<file path="src/mgb_pkg.sv">
// ----------------------------------------------------------------------------
// mgb_pkg
// Shared constants, configuration and queue item types of the glyph blitter.
// ----------------------------------------------------------------------------
`default_nettype none

package mgb_pkg;

  localparam int FONT_WORDS     = 4096;
  localparam int FONT_AW        = $clog2(FONT_WORDS);
  localparam int MAX_GLYPH_SIDE = 8;

  // Clamped cell side (0..MAX_GLYPH_SIDE) and offsets inside a cell.
  localparam int SIDE_W = $clog2(MAX_GLYPH_SIDE + 1);
  localparam int OFS_W  = (MAX_GLYPH_SIDE > 1) ? $clog2(MAX_GLYPH_SIDE) : 1;

  localparam int CODE_W = 8;
  localparam int PROD_W = CODE_W + SIDE_W;
  localparam int FRB_W  = 13;
  localparam int DW_W   = 11;
  localparam int COL_W  = 16;
  localparam int CLIP_W = 10;
  localparam int ADDR_W = 20;
  localparam int POS_W  = 16;

  localparam int QDEPTH = 2;
  localparam int QPTR_W = $clog2(QDEPTH);
  localparam int QCNT_W = $clog2(QDEPTH + 1);

  localparam int CFG_IDX_W  = 3;
  localparam int CFG_DATA_W = 16;

  localparam logic [CFG_IDX_W-1:0] CFG_GLYPH_WIDTH   = 3'd0;
  localparam logic [CFG_IDX_W-1:0] CFG_GLYPH_HEIGHT  = 3'd1;
  localparam logic [CFG_IDX_W-1:0] CFG_FONT_ROW_BITS = 3'd2;
  localparam logic [CFG_IDX_W-1:0] CFG_DRAW_COLOUR   = 3'd3;
  localparam logic [CFG_IDX_W-1:0] CFG_DEST_WIDTH    = 3'd4;

  localparam logic KIND_LOAD = 1'b0;
  localparam logic KIND_DRAW = 1'b1;

  typedef struct packed {
    logic [3:0]        gw;
    logic [3:0]        gh;
    logic [FRB_W-1:0]  frb;
    logic [COL_W-1:0]  colour;
    logic [DW_W-1:0]   dw;
  } cfg_t;

  // One classified item as it travels from the front to the back.
  typedef struct packed {
    logic              kind;
    logic [FONT_AW-1:0] font_addr;
    logic [15:0]       font_word;
    logic [PROD_W-1:0] prod;
    logic [SIDE_W-1:0] h;
    logic [CLIP_W-1:0] sx;
    logic [CLIP_W-1:0] sy;
    logic [OFS_W-1:0]  dc0;
    logic [OFS_W-1:0]  dr0;
    logic [OFS_W-1:0]  ncm1;
    logic [OFS_W-1:0]  nrm1;
    logic              empty;
    logic [POS_W-1:0]  nx;
  } mgb_item_t;

  typedef enum logic [2:0] {
    B_IDLE,
    B_DIV,
    B_MUL,
    B_BASE,
    B_WALK,
    B_END,
    B_DRAIN
  } back_state_t;

endpackage

`default_nettype wire

</file>
<file path="src/mgb_front.sv">
// ----------------------------------------------------------------------------
// mgb_front
// Accepts input items, clamps the cell, clips it to the box and classifies.
// ----------------------------------------------------------------------------
`default_nettype none

module mgb_front import mgb_pkg::*; (
  input  cfg_t                     cfg,
  input  logic                     in_valid,
  output logic                     in_ready,
  input  logic                     in_kind,
  input  logic [11:0]              in_font_address,
  input  logic [15:0]              in_font_word,
  input  logic [CODE_W-1:0]        in_glyph_code,
  input  logic signed [POS_W-1:0]  in_pos_x,
  input  logic signed [POS_W-1:0]  in_pos_y,
  input  logic [CLIP_W-1:0]        in_clip_left,
  input  logic [CLIP_W-1:0]        in_clip_top,
  input  logic [CLIP_W-1:0]        in_clip_right,
  input  logic [CLIP_W-1:0]        in_clip_bottom,
  input  logic                     q_full,
  output logic                     q_push,
  output mgb_item_t                q_item
);

  logic [SIDE_W-1:0] w;
  logic [SIDE_W-1:0] h;
  logic signed [17:0] x_s, y_s, w_s, h_s;
  logic signed [17:0] cl_s, ct_s, cr_s, cb_s;
  logic signed [17:0] xe_s, ye_s;
  logic signed [17:0] sx_s, ex_s, sy_s, ey_s;
  logic signed [17:0] dcx, drx, ncx, nrx;

  assign w = (cfg.gw > 4'(MAX_GLYPH_SIDE)) ? SIDE_W'(MAX_GLYPH_SIDE) : SIDE_W'(cfg.gw);
  assign h = (cfg.gh > 4'(MAX_GLYPH_SIDE)) ? SIDE_W'(MAX_GLYPH_SIDE) : SIDE_W'(cfg.gh);

  assign x_s  = 18'(in_pos_x);
  assign y_s  = 18'(in_pos_y);
  assign w_s  = signed'(18'(w));
  assign h_s  = signed'(18'(h));
  assign cl_s = signed'(18'(in_clip_left));
  assign ct_s = signed'(18'(in_clip_top));
  assign cr_s = signed'(18'(in_clip_right));
  assign cb_s = signed'(18'(in_clip_bottom));

  assign xe_s = x_s + w_s - 18'sd1;
  assign ye_s = y_s + h_s - 18'sd1;

  assign sx_s = (x_s > cl_s) ? x_s : cl_s;
  assign ex_s = (xe_s < cr_s) ? xe_s : cr_s;
  assign sy_s = (y_s > ct_s) ? y_s : ct_s;
  assign ey_s = (ye_s < cb_s) ? ye_s : cb_s;

  assign dcx = sx_s - x_s;
  assign drx = sy_s - y_s;
  assign ncx = ex_s - sx_s;
  assign nrx = ey_s - sy_s;

  assign in_ready = !q_full;
  assign q_push   = in_valid && !q_full;

  always_comb begin
    q_item.kind      = in_kind;
    q_item.font_addr = in_font_address[FONT_AW-1:0];
    q_item.font_word = in_font_word;
    q_item.prod      = PROD_W'(in_glyph_code) * PROD_W'(w);
    q_item.h         = h;
    q_item.sx        = sx_s[CLIP_W-1:0];
    q_item.sy        = sy_s[CLIP_W-1:0];
    q_item.dc0       = dcx[OFS_W-1:0];
    q_item.dr0       = drx[OFS_W-1:0];
    q_item.ncm1      = ncx[OFS_W-1:0];
    q_item.nrm1      = nrx[OFS_W-1:0];
    // A transparent colour or an empty clipped cell writes nothing.
    q_item.empty     = (sx_s > ex_s) || (sy_s > ey_s) || (cfg.colour == '0);
    q_item.nx        = in_pos_x + POS_W'(w);
  end

endmodule

`default_nettype wire

</file>
<file path="config.mk">
export PLATFORM = sky130hd
export DESIGN_NAME = mgb_front
export DESIGN_NICKNAME = d
export VERILOG_FILES = /design/src/mgb_pkg.sv /design/src/mgb_front.sv
export SDC_FILE = /design/constraint.sdc
export NUM_CORES = 1
export LEC_CHECK = 0
export ABC_AREA = 1
export BUFFER_PORTS_ARGS = -buffer_cell sky130_fd_sc_hd__buf_2
export CAP_MARGIN = 20
export CORE_AREA = 2 2 154 156
export DETAILED_ROUTE_END_ITERATION = 8
export DIE_AREA = 0 0 156 158
export PLACE_DENSITY = 0.58
export SLEW_MARGIN = 0
export SYNTH_ARGS = -nofsm -noshare
export SYNTH_HDL_FRONTEND = slang
export SYNTH_SLANG_ARGS = --single-unit
export TNS_END_PERCENT = 50
</file>
<file path="constraint.sdc">
create_clock -name vclk -period 7.58
set_input_delay 1.516 -clock vclk [all_inputs]
set_output_delay 1.516 -clock vclk [all_outputs]
set_load 0.02 [all_outputs]
</file>
# Yosys cells after proc, flatten, opt, wreduce, memory -nomap -nowiden
# Cells that the tools add are included.
dict set report classes {
  mul 1
  order_cmp 8
  add_sub_neg 9
  reduce_logical 5
  muxes 6
}
# cell n
set ops {}
lappend ops {{18-bit two-way mux} 4}
lappend ops {{18-bit > comparator} 2}
lappend ops {{18-bit by 11-bit less-than comparator with 1-bit output} 2}
lappend ops {{17-bit by 2-bit subtractor with 18-bit output, second input constant} 2}
lappend ops {{16-bit by 5-bit adder with 17-bit output} 2}
lappend ops {{16-bit by 11-bit > comparator with 1-bit output} 2}
lappend ops {{16-bit by 4-bit adder with 16-bit output} 1}
lappend ops {{16-bit logical NOT} 1}
lappend ops {{8-bit by 4-bit multiplier with 12-bit output} 1}
lappend ops {{3-bit subtractor} 4}
lappend ops {{4-bit > comparator, second input constant} 2}
lappend ops {{4-bit two-way mux} 2}
lappend ops {{1-bit logical OR} 2}
lappend ops {{1-bit logical AND} 1}
lappend ops {{1-bit logical NOT} 1}
dict set report word_totals {
  reg_bits 0
}

# Depth between registers and ports, before layout
dict set report depth {
  word_depth 9
  mapped_depth 36
  mapped_depth_nobuf 33
}

# Least setup slack after synthesis
# OpenSTA, ideal clock, no wires.
dict set report synth_timing {
  kind {input-to-output}
  startpoint {input cfg[41] in the netlist's numbering}
  endpoint {output q_item[16] in the netlist's numbering}
  path_stages 33
  t_required_ns 6.064
  arrival_time_ns 6.208
  setup_slack_ns -0.144
  n_path_buf 2
  cell_sequence {nor2_1 -> a21oi_1 -> nor2_1 -> inv_1 -> ha_1 -> inv_1 -> ha_1 -> fa_1 -> nand3_1 -> nand3_1 -> nand2_1 -> nand3_1 -> xor2_1 -> ha_1 -> a21oi_1 -> o21ai_0 -> a21oi_1 -> o211ai_1 -> ha_1 -> clkbuf_1 -> inv_1 -> clkbuf_1 -> nand2_1 -> o21ai_0 -> ha_1 -> a21o_1 -> o21ai_0 -> nand2_1 -> nand2_1 -> nand3_1 -> a21oi_1 -> o21ai_0 -> nand3_1}
}
# item line_no
set synth_lines {}
lappend synth_lines {{start: declaration} mgb_front.sv:8} ;# input cfg_t cfg,
lappend synth_lines {{end: declaration} mgb_front.sv:23} ;# output mgb_item_t q_item

==> run summary <==
Count leader, synth: nand2_1
ANT nets after route: 0
Routed WL per cell: 12.5 um
Static leakage: 5.30 nW
Storage cell area: 0 um^2
Setup violators final: 0
PwrDens: 99.4 nW/um^2
Internal: 0.357 mW
Clk network pwr share: 0%
Hpwl dp: 18.0 mm
Fill cells: 2492
Yosys top cell area share: 29.5%
GP Congestion: 0.890
Seq cells: 0
Top post-synthesis cells by area: ha_1 30%, nand2_1 16%, inv_1 14%, fa_1 5.6%, nand3_1 5.2%
Final hold vios: 0
Seq/Total Area, Yosys: 0%
CP Launch Point: cfg[42]
CP endpoint: q_item[16]
Max-Cap Viols: 0
Commonest cells in the netlist: 288 x nand2_1, 247 x inv_1, 160 x ha_1
Hold slack: 3.03 ns
WP data arrival: 5.99 ns
Port Buffers: 173
Die H: 158 um
Pin count of the biggest net entering global routing: 28
Tot GR Track Use: 15.9%
Via-per-instance ratio: 4.56
Total die area: 24600 um^2
Slowest cell on the critical path: fa_2
CP max stage delay: 0.36 ns
Initial antenna violation count: 4
Avg Inst Size Synth: 5.97 um^2
Combinational power share: 100.0%
Vias: 7436
Rows: 56
Syn Nets: 1474
Yosys top cell by area: ha_1
Worst ir drop on vdd: 50.0 uV
I/O pins: 255
Setup crit end kind: output pin
Tmin final: 7.51 ns
Switch Pwr: 0.515 mW
Critical Path Start Type: input pin
Share of cells above drive strength 1: 25.1%
DRC viols: 0
Detailed Route Iter0 Violations: 384
Drt first pass iters: 4
Run status: finished, final reports clean
Area delta synth->final: 29.4%
WP data required: 6.06 ns
Synthesized netlist cell count: 1136
Placeable Area: 23100 um^2
Min-Delay Path Class: input pin to output pin
Sum Neg Setup Slack: 0 ns
Grt ovf: 0
Post-Route WL: 20.3 mm
Relative slew slack: 60.4%
RSZ-0062 raised after global routing: true
Cell Count, Final, Fillers Out: 1630
Global-route wire length before repair: 32.6 mm
Final Slew Violations: 0
Dpl cells: 1614
WS Path Type: input pin to output pin
Slew @ Worst Pin: 0.591 ns
Largest fanout on the critical path: 8
Period utilization: 99.0%
Flop pwr share: 0%
Cts hold-fix bufs: 0
Cell area after synthesis: 6780 um^2
Ys Warns: 0
# clk buffers: 0
Die extent in x: 156 um
Nets@finish: 1677
Achievable frequency: 133 MHz
Synth cell types: 37
Cell mode on critical path: nand3_2
Sw Share: 59.1%
Vias in the first global route: 7078
Initial Util: 29.4%
layout make-up:
cell class / count / area [um^2] / area share, %
Tap cell: 290 / 363 / 4.14
Multi-Input combinational cell: 848 / 6020 / 68.7
Antenna cell: 3 / 7.51 / 0.0856
Inverter: 248 / 938 / 10.7
Timing Repair Buffer: 241 / 1440 / 16.4
kinds of logic (layout without fill, tap and decap cells):
kind of cell,count (synthesis),count (layout),share of synthesized area (%)
AND/OR/NAND/NOR,495,495,30.8
adder cells (fa/ha/maj),179,179,35.1
AO/OA/AOI/OAI,136,136,11.3
other,0,3,0
XOR/XNOR,38,38,4.91
buffers and inverters,288,489,17.8
repair_timing:
item                                    CTS  global route
gates cloned                              1             0
endpoints found under the setup margin    5             5
gates resized for setup                  46            73
pin swaps                                30            49
setup buffers                             7             5
critical path: cells and delay by family:
kind / cells / cell delay (ns)
simple gates: 11 / 1.03
buf+inv: 7 / 0.74
compound gates: 9 / 0.92
fa+ha+maj: 6 / 1.66
xor+xnor: 1 / 0.14
through the flow:
step | setup slack, ns | util (%) | instance area (um^2) | power (mW)
final | 0.0722 | 38.1 | 8770 | 0.872
after global routing | -0.195 | 38.0 | 8770 | 0.984
after CTS | -0.00142 | 36.4 | 8380 | 0.810
after detailed placement | -0.326 | 35.4 | 8160 | 0.771
after global placement | -0.276 | 35.4 | 8160 | 0.763
after floorplan | 0.00126 | - | 6790 | 0.532
worst min-delay path by stage:
stage / start / to / slack [ns] / depth (start not counted)
final: in_font_word[2] / q_item[67] / 3.03 / 0
after global routing: in_font_address[10] / q_item[91] / 3.03 / 0
after global placement: in_font_word[1] / q_item[66] / 3.03 / 0
after CTS: in_font_word[1] / q_item[66] / 3.03 / 0
after floorplan: q_full / in_ready / 3.11 / 1
after detailed placement: in_font_word[1] / q_item[66] / 3.03 / 0
placed cells by master, fill, tap and decap left out, drive strengths merged:
cell / count
inv: 247
o21ai: 58
buf: 241
o2111ai: 2
nand3b: 1
nand4: 17
xor2: 35
nand2: 289
xnor2: 3
o31ai: 1
fa: 19
diode: 3
nor3: 12
a21o: 4
nand3: 74
and2: 2
nor2: 95
a21oi: 61
nor4: 5
o211ai: 3
clkinv: 1
o21bai: 4
o21a: 2
ha: 160
a31oi: 1
power groups by stage:
stage / combinational [mW] / clock, mW / sequential (mW)
4_1_cts: 0.810 / 0 / 0
3_5_place_dp: 0.771 / 0 / 0
3_3_place_gp: 0.763 / 0 / 0
2_1_floorplan: 0.532 / 0 / 0
6_report: 0.872 / 0.0000000530 / 0
5_1_grt: 0.984 / 0.0000000353 / 0
metal layers:
| layer | up-vias | global-route usage [%] | part of all wire (%) |
|---|---|---|---|
| met4 | 2 | 2.18 | 1.4 |
| met2 | 166 | 29.4 | 47 |
| li1 | 3959 | - | - |
| met1 | 3293 | 20.6 | 47 |
| met5 | - | 0 | 0.064 |
| met3 | 16 | 1.53 | 4.3 |
(Power assumes the default switching activity.)
