--- src/mgb_pkg.sv ---
// ----------------------------------------------------------------------------
// mgb_pkg
// Shared constants, configuration and queue item types of the glyph blitter.
// ----------------------------------------------------------------------------
`default_nettype none

package mgb_pkg;

  localparam int FONT_WORDS     = 4096;
  localparam int FONT_AW        = $clog2(FONT_WORDS);
  localparam int MAX_GLYPH_SIDE = 8;

  // Clamped cell side (0..MAX_GLYPH_SIDE) and offsets inside a cell.
  localparam int SIDE_W = $clog2(MAX_GLYPH_SIDE + 1);
  localparam int OFS_W  = (MAX_GLYPH_SIDE > 1) ? $clog2(MAX_GLYPH_SIDE) : 1;

  localparam int CODE_W = 8;
  localparam int PROD_W = CODE_W + SIDE_W;
  localparam int FRB_W  = 13;
  localparam int DW_W   = 11;
  localparam int COL_W  = 16;
  localparam int CLIP_W = 10;
  localparam int ADDR_W = 20;
  localparam int POS_W  = 16;

  localparam int QDEPTH = 2;
  localparam int QPTR_W = $clog2(QDEPTH);
  localparam int QCNT_W = $clog2(QDEPTH + 1);

  localparam int CFG_IDX_W  = 3;
  localparam int CFG_DATA_W = 16;

  localparam logic [CFG_IDX_W-1:0] CFG_GLYPH_WIDTH   = 3'd0;
  localparam logic [CFG_IDX_W-1:0] CFG_GLYPH_HEIGHT  = 3'd1;
  localparam logic [CFG_IDX_W-1:0] CFG_FONT_ROW_BITS = 3'd2;
  localparam logic [CFG_IDX_W-1:0] CFG_DRAW_COLOUR   = 3'd3;
  localparam logic [CFG_IDX_W-1:0] CFG_DEST_WIDTH    = 3'd4;

  localparam logic KIND_LOAD = 1'b0;
  localparam logic KIND_DRAW = 1'b1;

  typedef struct packed {
    logic [3:0]        gw;
    logic [3:0]        gh;
    logic [FRB_W-1:0]  frb;
    logic [COL_W-1:0]  colour;
    logic [DW_W-1:0]   dw;
  } cfg_t;

  // One classified item as it travels from the front to the back.
  typedef struct packed {
    logic              kind;
    logic [FONT_AW-1:0] font_addr;
    logic [15:0]       font_word;
    logic [PROD_W-1:0] prod;
    logic [SIDE_W-1:0] h;
    logic [CLIP_W-1:0] sx;
    logic [CLIP_W-1:0] sy;
    logic [OFS_W-1:0]  dc0;
    logic [OFS_W-1:0]  dr0;
    logic [OFS_W-1:0]  ncm1;
    logic [OFS_W-1:0]  nrm1;
    logic              empty;
    logic [POS_W-1:0]  nx;
  } mgb_item_t;

  typedef enum logic [2:0] {
    B_IDLE,
    B_DIV,
    B_MUL,
    B_BASE,
    B_WALK,
    B_END,
    B_DRAIN
  } back_state_t;

endpackage

`default_nettype wire

--- src/mgb_queue.sv ---
// ----------------------------------------------------------------------------
// mgb_queue
// Short first-in first-out queue of classified items between front and back.
// ----------------------------------------------------------------------------
`default_nettype none

module mgb_queue import mgb_pkg::*; (
  input  logic      clk,
  input  logic      rst_n,
  input  logic      push,
  input  mgb_item_t push_item,
  output logic      full,
  input  logic      pop,
  output logic      head_valid,
  output mgb_item_t head_item
);

  mgb_item_t           slot_r [QDEPTH];
  logic [QPTR_W-1:0]   wr_ptr_r;
  logic [QPTR_W-1:0]   rd_ptr_r;
  logic [QCNT_W-1:0]   count_r;
  logic                do_pop;

  assign full       = (count_r == QCNT_W'(QDEPTH));
  assign head_valid = (count_r != '0);
  assign head_item  = slot_r[rd_ptr_r];
  assign do_pop     = pop && head_valid;

  always_ff @(posedge clk) begin
    if (push) begin
      slot_r[wr_ptr_r] <= push_item;
    end
  end

  always_ff @(posedge clk) begin
    if (!rst_n) begin
      wr_ptr_r <= '0;
      rd_ptr_r <= '0;
      count_r  <= '0;
    end else begin
      if (push) begin
        wr_ptr_r <= (wr_ptr_r == QPTR_W'(QDEPTH - 1)) ? '0 : wr_ptr_r + 1'b1;
      end
      if (do_pop) begin
        rd_ptr_r <= (rd_ptr_r == QPTR_W'(QDEPTH - 1)) ? '0 : rd_ptr_r + 1'b1;
      end
      if (push && !do_pop) begin
        count_r <= count_r + 1'b1;
      end else if (!push && do_pop) begin
        count_r <= count_r - 1'b1;
      end
    end
  end

endmodule

`default_nettype wire

--- config.mk ---
export PLATFORM = sky130hd
export DESIGN_NAME = mgb_queue
export DESIGN_NICKNAME = d
export VERILOG_FILES = /design/src/mgb_pkg.sv /design/src/mgb_queue.sv
export SDC_FILE = /design/constraint.sdc
export NUM_CORES = 1
export LEC_CHECK = 0
export BUFFER_PORTS_ARGS = -buffer_cell sky130_fd_sc_hd__buf_2
export CAP_MARGIN = 25
export CORE_UTILIZATION = 35
export CTS_CLUSTER_DIAMETER = 120
export DETAILED_ROUTE_END_ITERATION = 8
export SYNTH_ARGS = -nofsm -noshare
export SYNTH_HDL_FRONTEND = slang
export SYNTH_SLANG_ARGS = --single-unit
--- constraint.sdc ---
create_clock -name clk -period 13.8 [get_ports clk]
set_input_delay 0.69 -clock clk [delete_from_list [all_inputs] [get_ports clk]]
set_output_delay 0.69 -clock clk [all_outputs]
set_load 0.02 [all_outputs]
# Yosys cells after proc, flatten, opt, wreduce, memory -nomap -nowiden
# Memory sizes are Yosys's and may differ from the RTL's. A register that Yosys moved wholly into a read port is not among the register bits.
# Index checks and enable logic that the tools add are counted.
# word_totals
mem_count	1
wordCells	24
ramBits	188
out_inout_bits	96
regBits	4
input_bits	98
# mem_list
name	words	width	rd	rd_clocked_by_memory_dff	write_ports	line_no	source
slot_r	2	94	1	1	1	mgb_queue.sv:18	mgb_item_t slot_r [QDEPTH];
# op_classes
eq_ne	1
addsub	4
muxes	8
reduce_logical	7
# op_table
operator	n
$mux W1	6
$mux W2	2
$reduce_bool A2 Y1	2
$logic_and A1 B1 Y1	3
$add A1 B1 Y1 const B	2
$add A2 B1 Y2 const B	1
$eq A2 B2 Y1 const B	1
$logic_not A1 Y1	2
$sub A2 B1 Y2 const B	1

# Longest topological paths before layout
# Gate-level depths: netlist (run 1).
# logic_depth
depth_word	5
ltp_mapped	5
mapped_depth_nobuf	5

# Least setup slack after synthesis (run 1)
# Ideal clock, no wire load.
# synth_path
kind	input to register
from	input push
to	memory slot_r[0][0] (netlist name) (enable)
t_arrival_ns	4.817
path_buffers	0
slack_ns	8.424
path_stages	1
t_required_ns	13.241
setup_time_ns	0.559
cell_sequence	nor2b_1
# synth_via
elab_chain_cells	2
# synth_lines
item	line_no	source
start: declaration	mgb_queue.sv:10	input logic push,
$mux W1	mgb_queue.sv:30	if (push) begin
$mux W1 (implied by the code)	mgb_queue.sv:31	slot_r[wr_ptr_r] <= push_item;
end: declaration	mgb_queue.sv:18	
# No other way between the ends.

==> impl_summary.txt, run 1 <==
----------------------------------------------------
[Clock tree]
  H-tree depth ... 4
  Buffer depth of the longest clock path ... 2
  Post-CTS setup buffer count ... 0
  TritonCTS buffer count ... 17
  # clock sinks ... 193
  Quantity of gates resized following cts ... 0
  Number of buffers inserted for hold repair after clock tree synthesis ... 0
  Root Buffer Master ... clkbuf_16
  Reg clk slew, reported paths ... 0.07 ns
  Clock network latency to the later pin of the worst-skew pair ... 0.41 ns
  Clock tree from TritonCTS ... done

[Synthesis]
  Total number of yosys warnings ... 0
  Mapped Area ... 7014 µm²
  Post-synthesis mux area share ... 15.09%
  Compound-gate portion of the synthesized area ... 0.3568%
  Cells after synthesis ... 314
  Count of distinct cell types in the synthesized netlist ... 17
  Synth top area cells ... edfxtp_1 (80%), mux2_2 (15%), dfxtp_1 (1.4%)
  Most common cell in the netlist ... edfxtp_1
  Post-synthesis sequential area ratio ... 81.91%
  Simple-gate area share of the yosys netlist ... less than 1%
  Xor and xnor fraction of the mapped netlist area ... 0.3746%
  Dominant combinational cell family by area after synthesis ... multiplexers
  Register bit count reported by yosys ... 193
  Top-area cell type share of the netlist area ... 80.49%
  Arithmetic-cell share of the synthesized area counting full adders, half adders and majority gates ... less than 1%
  Number of enable flip-flop cells after synthesis ... 188
  Main synth FF type ... edfxtp_1
  Syn_nets ... 413
  Dominant cell type by area after synthesis ... edfxtp_1
  Share of async-settable or async-resettable flops after synthesis ... 0%
  Synthesized area per cell ... 22.34 µm²
  Leading post-synthesis cells by instance count ... edfxtp_1 (188), mux2_2 (94), buf_6 (6)

[STA]
  Worst slew pin tran ... between 0.7 and 0.8 ns
  Summed negative setup slack over all endpoints ... 0 ns
  Shortest clock period the worst path allows after layout ... ~3.2 ns
  Final critical-path share of the clock period ... 22.93%
  Setup repair after global routing missed its margin ... no
  Slew headroom ... 47.88%
  Final count of pins violating max slew ... 0
  Count of endpoints failing hold in the final timing report ... 0
  Worst setup margin ... 10.64 ns
  Final Skew ... 0.006089 ns
  Final setup violation count ... 0
  Fmax achieved ... 316.1 MHz

[Outcome]
  Run status ... completed

[Global route]
  Grt met2 use ... 21.67%
  GRT Total Usage ... roughly an eighth
  Routing layer with the top usage in global route ... met2
  Antenna violations before repair ... 1
  Largest net degree at the start of global routing ... 58
  GR Util met3 ... roughly 4.8%
  Global-route wire length before repair ... around 19000 µm
  Number of global-route vias before repair ... 3831
  Met1 layer usage reported by global route ... 14.75%
  Final global-route overflow total ... 0

[Floorplanning]
  Starting density of the core ... 35.92%
  Die ar. ... around 21000 µm²
  X dimension of the die ... 143.6 µm
  Cell Rows ... around 50
  # IOs ... 194
  Vertical die dimension ... approximately 140 µm
  Area of the core region ... 19530 µm²

[Power and ir drop]
  Leakage Power ... 3.242 nW
  Largest vdd supply drop ... approximately 0.000086 V
  Power density over the cells ... 173.1 nW/µm²

[Place]
  Placed wire-length estimate ... 8067 µm
  Worst slack after detailed placement ... between 10 and 15 ns
  Buffers on Ports ... 193
  Weighted congestion reported at the end of routability-driven placement ... 0.6956

[Routing]
  Via density per instance ... about 4.4
  Routed via count ... about 3500
  Number of DRC violations after detailed-routing iteration 0 ... 165
  Length of the first detailed-routing pass in iterations ... 5
  Detailed-route DRC error count ... 0
  Average wire length per cell after detail routing ... approximately 16 µm
  Number of routed nets with antenna violations ... 0
  Final WL ... 12830 µm

[Critical path]
  Critical path, cell by cell ... buf_4 -> mux2_2 -> buf_2
  Startpoint-to-endpoint class of the critical path ... flip-flop to output pin
  Maximum single-stage delay on the critical path ... 0.77 ns
  Kind of end point of the critical path ... output pin
  Critical Path Start Type ... flip-flop
  Crit path arrival time ... 2.47 ns
  Largest delay share family, worst path ... buffers and inverters
  WP buf/inv ... 2
  CP max FO ... 49
  Crit path required time ... 13.11 ns
  Critical path's slowest cell ... dfxtp_4

[Final layout]
  Area Overhead vs Synth ... 25.33%
  Final nets ... 619
  Share of layout cells above drive strength 1 ... 60.26%
  Core utilization of the finished layout ... 45.02%

[Worst hold path]
  Path type of the worst min-delay path ... input port to flip-flop

[Flow run]
  # Max-Cap Violations ... 0

----------------------------------------------------
==> metrics by stage <==
step                      cells  hold WS [ns]  instance area (µm²)  total power (W)
after floorplan             314        0.4735                 7014        0.0009903
after global placement      766        0.4910                 8265         0.001089
after detailed placement    766        0.5187                 8265         0.001094
after CTS                   796        0.4317                 8788         0.001543
after global routing        796        0.4309                 8788         0.001593
final                       797        0.4559                 8791         0.001522
==> registers in the layout (all words and copies together), names as in the netlist, named ones only <==
name / cells
slot_r: 188
wr_ptr_r: 1
count_r: 2
rd_ptr_r: 1
==> area by class of cell <==
| cell class | instances | area (µm²) |
|---|---|---|
| clock buffers | 18 | 429.2 |
| flip-flops and latches | 193 | 5749 |
| clock inverters | 12 | 93.84 |
| multi-input cells | 111 | 1189 |
| diodes | 1 | 2.502 |
| fillers | 1760 | 10740 |
| well taps | 265 | 331.6 |
| repair buffers | 197 | 996.0 |
==> cells in the final DEF (no fill, tap or decap), types with 2 or more instances in the layout <==
cell type,count
buf_4,4
clkinv_2,3
dfxtp_1,4
nor2b_1,2
buf_2,193
inv_6,2
and2_1,3
edfxtp_1,188
clkbuf_16,17
clkinv_1,4
mux2_2,94
xnor2_1,2
==> final timing paths <==
kind / cells after the start / slack (ns) / from / end
hold / removal: 1 / 0.46 / push_item[86] / slot_r[1][86]
setup reg to reg: 2 / 11.74 / wr_ptr_r / slot_r[1][53]
setup / recovery: 3 / 10.64 / flip-flop / head_item[39]
hold reg to reg: 2 / 0.53 / count_r[1] / count_r[1]
==> kinds of logic (layout without fill, tap and decap cells) <==
family                   Yosys count  in the layout
flip-flops                       193            193
multiplexers                      94             94
buffers and inverters             10            227
AND/OR/NAND/NOR                    9              9
AO/OA/AOI/OAI                      4              4
XOR/XNOR                           3              3
adder cells (fa/ha/maj)            1              1
other                              0              1
==> report_power, final <==
group	switching, W	internal (W)
sequential	0.0000326	0.000682
clock	0.000202	0.000245
combinational	0.000201	0.000160
==> layer usage <==
metal  vias up  part of all wire (%)
met1      1742                    42
li1       1652                     -
met4         0                   1.0
met5         -                     0
met3        11                   6.8
met2       112                    50
Power figures use the tool's default switching activity.
==> inputs of run 2 (changes only) <==
--- a/config.mk
+++ b/config.mk
@@ -5,6 +5,7 @@
 export SDC_FILE = /design/constraint.sdc
 export NUM_CORES = 1
 export LEC_CHECK = 0
+export ABC_AREA = 1
 export BUFFER_PORTS_ARGS = -buffer_cell sky130_fd_sc_hd__buf_2
 export CAP_MARGIN = 25
 export CORE_UTILIZATION = 35
==> constraint.sdc (replaced) <==
create_clock -name clk -period 3.04 [get_ports clk]
set_input_delay 0.152 -clock clk [delete_from_list [all_inputs] [get_ports clk]]
set_output_delay 0.152 -clock clk [all_outputs]
set_load 0.02 [all_outputs]
==> impl_summary.txt, run 2 <==
----------------------------------------------------
[Synthesis]
  Dominant cell type by area after synthesis ... edfxtp_1
  Cells after synthesis ... 328
  Leading post-synthesis cells by instance count ... edfxtp_1 (188), mux2_2 (94), nand2_1 (9)
  Arithmetic-cell share of the synthesized area counting full adders, half adders and majority gates ... 0.1780%
  Compound-gate portion of the synthesized area ... 0.2492%
  Simple-gate area share of the yosys netlist ... approximately 1.1%
  Xor and xnor fraction of the mapped netlist area ... 0%
  Most common cell in the netlist ... edfxtp_1
  Post-synthesis mux area share ... 15.06%
  Synthesized area per cell ... 21.43 µm²
  Total number of yosys warnings ... 0
  Dominant combinational cell family by area after synthesis ... multiplexers
  Post-synthesis sequential area ratio ... between 80% and 90%
  Synth top area cells ... edfxtp_1 (80%), mux2_2 (15%), dfxtp_1 (1.4%)
  Mapped Area ... 7029 µm²
  Top-area cell type share of the netlist area ... 80.31%
  Main synth FF type ... edfxtp_1
  Share of async-settable or async-resettable flops after synthesis ... 0%
  Syn_nets ... between 400 and 500
  Number of enable flip-flop cells after synthesis ... 188
  Count of distinct cell types in the synthesized netlist ... 15
  Register bit count reported by yosys ... ~190

[Global route]
  Final global-route overflow total ... 0
  Number of global-route vias before repair ... 4306
  GRT Total Usage ... roughly an eighth
  Antenna violations before repair ... 0
  Largest net degree at the start of global routing ... 54
  Global-route wire length before repair ... 20530 µm

[Final layout]
  Filler cell count ... 1664
  Area Overhead vs Synth ... 40.71%
  Most common library cell in the layout ignoring fill and taps ... buf_2
  Antenna Diode Count ... 0
  Register ranked first by flip-flop count ... slot_r
  Share of layout cells above drive strength 1 ... 50.23%
  Commonest non-fill, non-tap cells in the layout ... buf_2 (193), edfxtp_1 (188), dlygate4sd3_1 (95), mux2_2 (94), clkbuf_16 (17)
  Number of flip-flops in the largest register ... 188
  Final nets ... between 700 and 800
  Top Registers ... slot_r (188), count_r (2)

[Place]
  Placed wire-length estimate ... about 8400 µm
  Worst slack after detailed placement ... 1.180 ns
  Buffers on Ports ... between 150 and 200
  Weighted congestion reported at the end of routability-driven placement ... 0.6972

[Critical path]
  Crit path required time ... 2.89 ns
  Startpoint-to-endpoint class of the critical path ... flip-flop to output pin
  Critical Path Start Type ... flip-flop
  Kind of end point of the critical path ... output pin
  CP max FO ... 53
  Crit path arrival time ... between 2 and 2.5 ns

[STA]
  Final critical-path share of the clock period ... about three quarters
  Worst setup margin ... 0.7664 ns
  Summed negative setup slack over all endpoints ... 0 ns
  Count of endpoints failing hold in the final timing report ... 0
  Setup repair after global routing missed its margin ... no
  Fmax achieved ... approximately 440 MHz
  Final Skew ... 0.004713 ns
  Worst slew pin tran ... 0.7308 ns
  Final count of pins violating max slew ... 0
  Shortest clock period the worst path allows after layout ... 2.274 ns
  Slew headroom ... 51.28%
  Final setup violation count ... 0

[Routing]
  Routed via count ... ~4000
  Number of routed nets with antenna violations ... 0
  Number of DRC violations after detailed-routing iteration 0 ... 161
  Detailed-route DRC error count ... 0
  Final WL ... 13470 µm
  Average wire length per cell after detail routing ... 14.86 µm
  Via density per instance ... approximately 4.4
  Length of the first detailed-routing pass in iterations ... 4

[Clock tree]
  Reg clk slew, reported paths ... 0.07 ns
  Clock tree from TritonCTS ... done
  Quantity of gates resized following cts ... 0
  TritonCTS buffer count ... 17
  Clock network latency to the later pin of the worst-skew pair ... 0.42 ns
  Buffer depth of the longest clock path ... 2
  Root Buffer Master ... clkbuf_16
  # clock sinks ... 193
  H-tree depth ... 4

[Floorplanning]
  Starting density of the core ... 35.88%
  Vertical die dimension ... 143.7 µm
  # IOs ... 194
  Area of the core region ... 19590 µm²
  X dimension of the die ... 143.7 µm
  Cell Rows ... 51
  Die ar. ... 20650 µm²

[Power and ir drop]
  Largest vdd supply drop ... 0.0003737 V
  Leakage Power ... 3.734 nW
  Power density over the cells ... 656.4 nW/µm²

[Worst hold path]
  Path type of the worst min-delay path ... input port to flip-flop

[Outcome]
  Run status ... completed

[Flow run]
  # Max-Cap Violations ... 0

----------------------------------------------------
run 2: repair_timing:
item                                   CTS  global route
hold buffers                            95             0
endpoints found under the hold margin  191             0
buffers inserted                         0             0
run 2: worst paths after layout:
path	startpoint	end	slack [ns]	cells after the start
worst max-delay path	flip-flop	head_item[80]	0.77	3
worst min-delay path	push	wr_ptr_r	0.02	3
worst max register to register	wr_ptr_r	slot_r[1][91]	1.33	3
worst min register to register	rd_ptr_r	flip-flop	0.52	2
run 2: final cells by class:
type | count | area, µm² | share of cell area (%)
timing repair buffer | 292 | 1972 | 19.94
clock inverter | 13 | 205.2 | 2.075
tap | 265 | 331.6 | 3.352
inverter | 8 | 32.53 | 0.3289
clock buffer | 18 | 429.2 | 4.339
multi-input combinational | 117 | 1171 | 11.84
sequential | 193 | 5749 | 58.13
run 2: worst max-delay path, cell delays in order, from the launching register on:
cell and delay, ns:
dfxtp_4 0.73, buf_12 0.32, mux2_2 0.38, buf_2 0.17
run 2: where the power goes:
group	switching (W)	leakage, nW	internal [W]
sequential	0.0000666	1.81	0.00308
clock	0.000941	0.306	0.00146
combinational	0.000510	1.62	0.000433
run 2: routing by layer:
| layer | track usage (%) | vias to the layer above | share of wire, % | wire (µm) |
|---|---|---|---|---|
| met2 | 23.45 | 118 | 51 | 6881 |
| met1 | 14.94 | 1949 | 42 | 5658 |
| met5 | 0 | - | 0 | 0 |
| li1 | - | 1882 | - | - |
| met3 | 3.965 | 14 | 5.5 | 739 |
| met4 | 5.599 | 0 | 1.4 | 187 |
run 2: kinds of logic (layout without fill, tap and decap cells):
| family | count (synthesis) | count (layout) |
|---|---|---|
| DFF | 193 | 193 |
| muxes | 94 | 94 |
| adders and majority gates | 1 | 1 |
| and+or+nand+nor | 19 | 19 |
| buffers and inverters | 18 | 331 |
| AOI/OAI and AO/OA | 3 | 3 |
run 2: through the flow:
| step | total power [W] | hold WS [ns] | area [µm²] | instances | util (%) |
|---|---|---|---|---|---|
| final | 0.006493 | 0.02486 | 9891 | 906 | 50.49 |
| after global routing | 0.006738 | 0.03108 | 9891 | 906 | 50.49 |
| after CTS | 0.006580 | 0.001791 | 9891 | 906 | 50.49 |
| after detailed placement | 0.004066 | 0.3436 | 8305 | 780 | 42.40 |
| after global placement | 0.004044 | 0.3384 | 8305 | 780 | 42.40 |
| after floorplan | 0.003769 | 0.2509 | 7037 | 328 | - |
==> inputs of run 3 (changes only) <==
==> constraint.sdc (replaced) <==
create_clock -name clk -period 1.95 [get_ports clk]
set_input_delay 0.0975 -clock clk [delete_from_list [all_inputs] [get_ports clk]]
set_output_delay 0.0975 -clock clk [all_outputs]
set_load 0.02 [all_outputs]
==> impl_summary.txt, run 3 (synthesis results as in run 2) <==
----------------------------------------------------
[Place]
  Buffers on Ports ... 193
  Placed Cells incl. Taps ... 783
  Placed wire-length estimate ... 8459 µm
  Placed instance area ... roughly 8400 µm²
  Weighted congestion reported at the end of routability-driven placement ... about 0.68

[Clock tree]
  Number of buffers inserted for hold repair after clock tree synthesis ... 96
  Post-CTS setup buffer count ... 0
  Clock tree from TritonCTS ... done
  Root Buffer Master ... clkbuf_16
  Buffer depth of the longest clock path ... 2
  H-tree depth ... 4
  TritonCTS buffer count ... 17
  Quantity of gates resized following cts ... 0
  Reg clk slew, reported paths ... ~0.06 ns
  # clock sinks ... 193
  Clock network latency to the later pin of the worst-skew pair ... 0.42 ns

[Final layout]
  Register ranked first by flip-flop count ... slot_r
  Number of flip-flops in the largest register ... 188
  Filler cell count ... 1647
  Final nets ... 732
  Share of layout cells above drive strength 1 ... 50.70%
  Core utilization of the finished layout ... 50.34%
  Area of the multi-input gates ... 1174 µm²
  Reg area ... 5751 µm²
  Fin cells ... 910
  Final Instance Area ... 9861 µm²
  Most common library cell in the layout ignoring fill and taps ... buf_2
  Area Overhead vs Synth ... 40.28%
  Commonest non-fill, non-tap cells in the layout ... buf_2 (193), edfxtp_1 (188), dlygate4sd3_1 (96), mux2_2 (94), clkbuf_16 (17)
  Top Registers ... slot_r (188), count_r (2)
  Antenna Diode Count ... 0

[Routing]
  Number of DRC violations after detailed-routing iteration 0 ... 185
  Routed via count ... 3980
  Length of the first detailed-routing pass in iterations ... 6
  Final WL ... 13720 µm
  Number of routed nets with antenna violations ... 0
  Via density per instance ... roughly 4.4
  Detailed-route DRC error count ... 0
  Average wire length per cell after detail routing ... approximately 15 µm

[Floorplanning]
  Die ar. ... 20650 µm²
  Starting density of the core ... 35.88%
  # IOs ... a little under 200
  X dimension of the die ... approximately 140 µm
  Vertical die dimension ... between 100 and 150 µm
  Area of the core region ... roughly 20000 µm²
  Cell Rows ... roughly 50

[STA]
  Slew headroom ... 71.37%
  Final count of pins violating max slew ... 0
  Final setup violation count ... 0
  Setup repair after global routing missed its margin ... no
  Shortest clock period the worst path allows after layout ... approximately 1.8 ns
  Count of endpoints failing hold in the final timing report ... 0
  Worst slew pin tran ... 0.4295 ns
  Final critical-path share of the clock period ... 93.24%
  Final Skew ... roughly 0.0040 ns
  Fmax achieved ... 550.0 MHz

[Critical path]
  Critical Path Start Type ... flip-flop
  Kind of end point of the critical path ... output pin
  Startpoint-to-endpoint class of the critical path ... flip-flop to output pin
  Crit path arrival time ... 1.72 ns
  Worst reg-to-reg setup slack ... 0.61 ns
  CP max FO ... 31
  Crit path required time ... 1.85 ns

[Global route]
  Global-route wire length before repair ... 20560 µm
  Final global-route overflow total ... 0
  GRT Total Usage ... a little over an eighth
  Number of global-route vias before repair ... between 4000 and 5000
  Antenna violations before repair ... 0
  Largest net degree at the start of global routing ... 71

[Flow run]
  # Max-Cap Violations ... 0

[Outcome]
  Run status ... completed

[Power and ir drop]
  Largest vdd supply drop ... 0.0006622 V
  Power density over the cells ... between 900 and 1000 nW/µm²
  Leakage Power ... 3.711 nW

[Worst hold path]
  Path type of the worst min-delay path ... input port to flip-flop

----------------------------------------------------
==> run 3: cell type report <==
class | instances | share of cell area (%)
flip-flops and latches | 193 | 58.32
repair buffers | 296 | 20.58
multi-input cells | 117 | 11.90
clock buffers | 17 | 4.314
well taps | 265 | 3.363
clock inverters | 14 | 1.180
inverters | 8 | 0.3426
==> run 3: path summary, 6_finish.rpt <==
path / to / startpoint / depth (start not counted)
hold / removal: flip-flop / pop / 4
setup / recovery: head_item[84] / flip-flop / 3
hold reg to reg: flip-flop / rd_ptr_r / 2
setup reg to reg: count_r[1] / count_r[0] / 8
==> run 3: per-stage QoR <==
stage	hold WS (ns)	setup TNS (ns)	setup WS [ns]	power, W
floorplan	0.1964	-37.02	-0.2217	0.005875
finish	0.09394	0	0.1318	0.009620
global route	0.1184	0	0.03428	0.01001
CTS	0.06885	0	0.08409	0.009739
detailed placement	0.2887	0	0.5315	0.006364
global placement	0.2846	0	0.5619	0.006325
==> run 3: routing by layer <==
layer	up-vias	GRT usage, %	routed length [µm]
met5	-	0	0
met4	0	4.983	166
met3	13	4.299	819
met2	128	24.12	7046
met1	1946	14.95	5685
li1	1893	-	-
==> run 3: power breakdown <==
| part | internal (W) | switching, W | total, W |
|---|---|---|---|
| registers | 0.00480 | 0.0000579 | 0.00486 |
| logic | 0.000695 | 0.000847 | 0.00154 |
| clock network | 0.00175 | 0.00147 | 0.00321 |
| total | 0.00725 | 0.00237 | 0.00962 |
==> run 3: critical path: stages, from the launching register on <==
cell     delay, ns
dfxtp_4       0.36
buf_4         0.37
mux2_2        0.40
buf_2         0.16
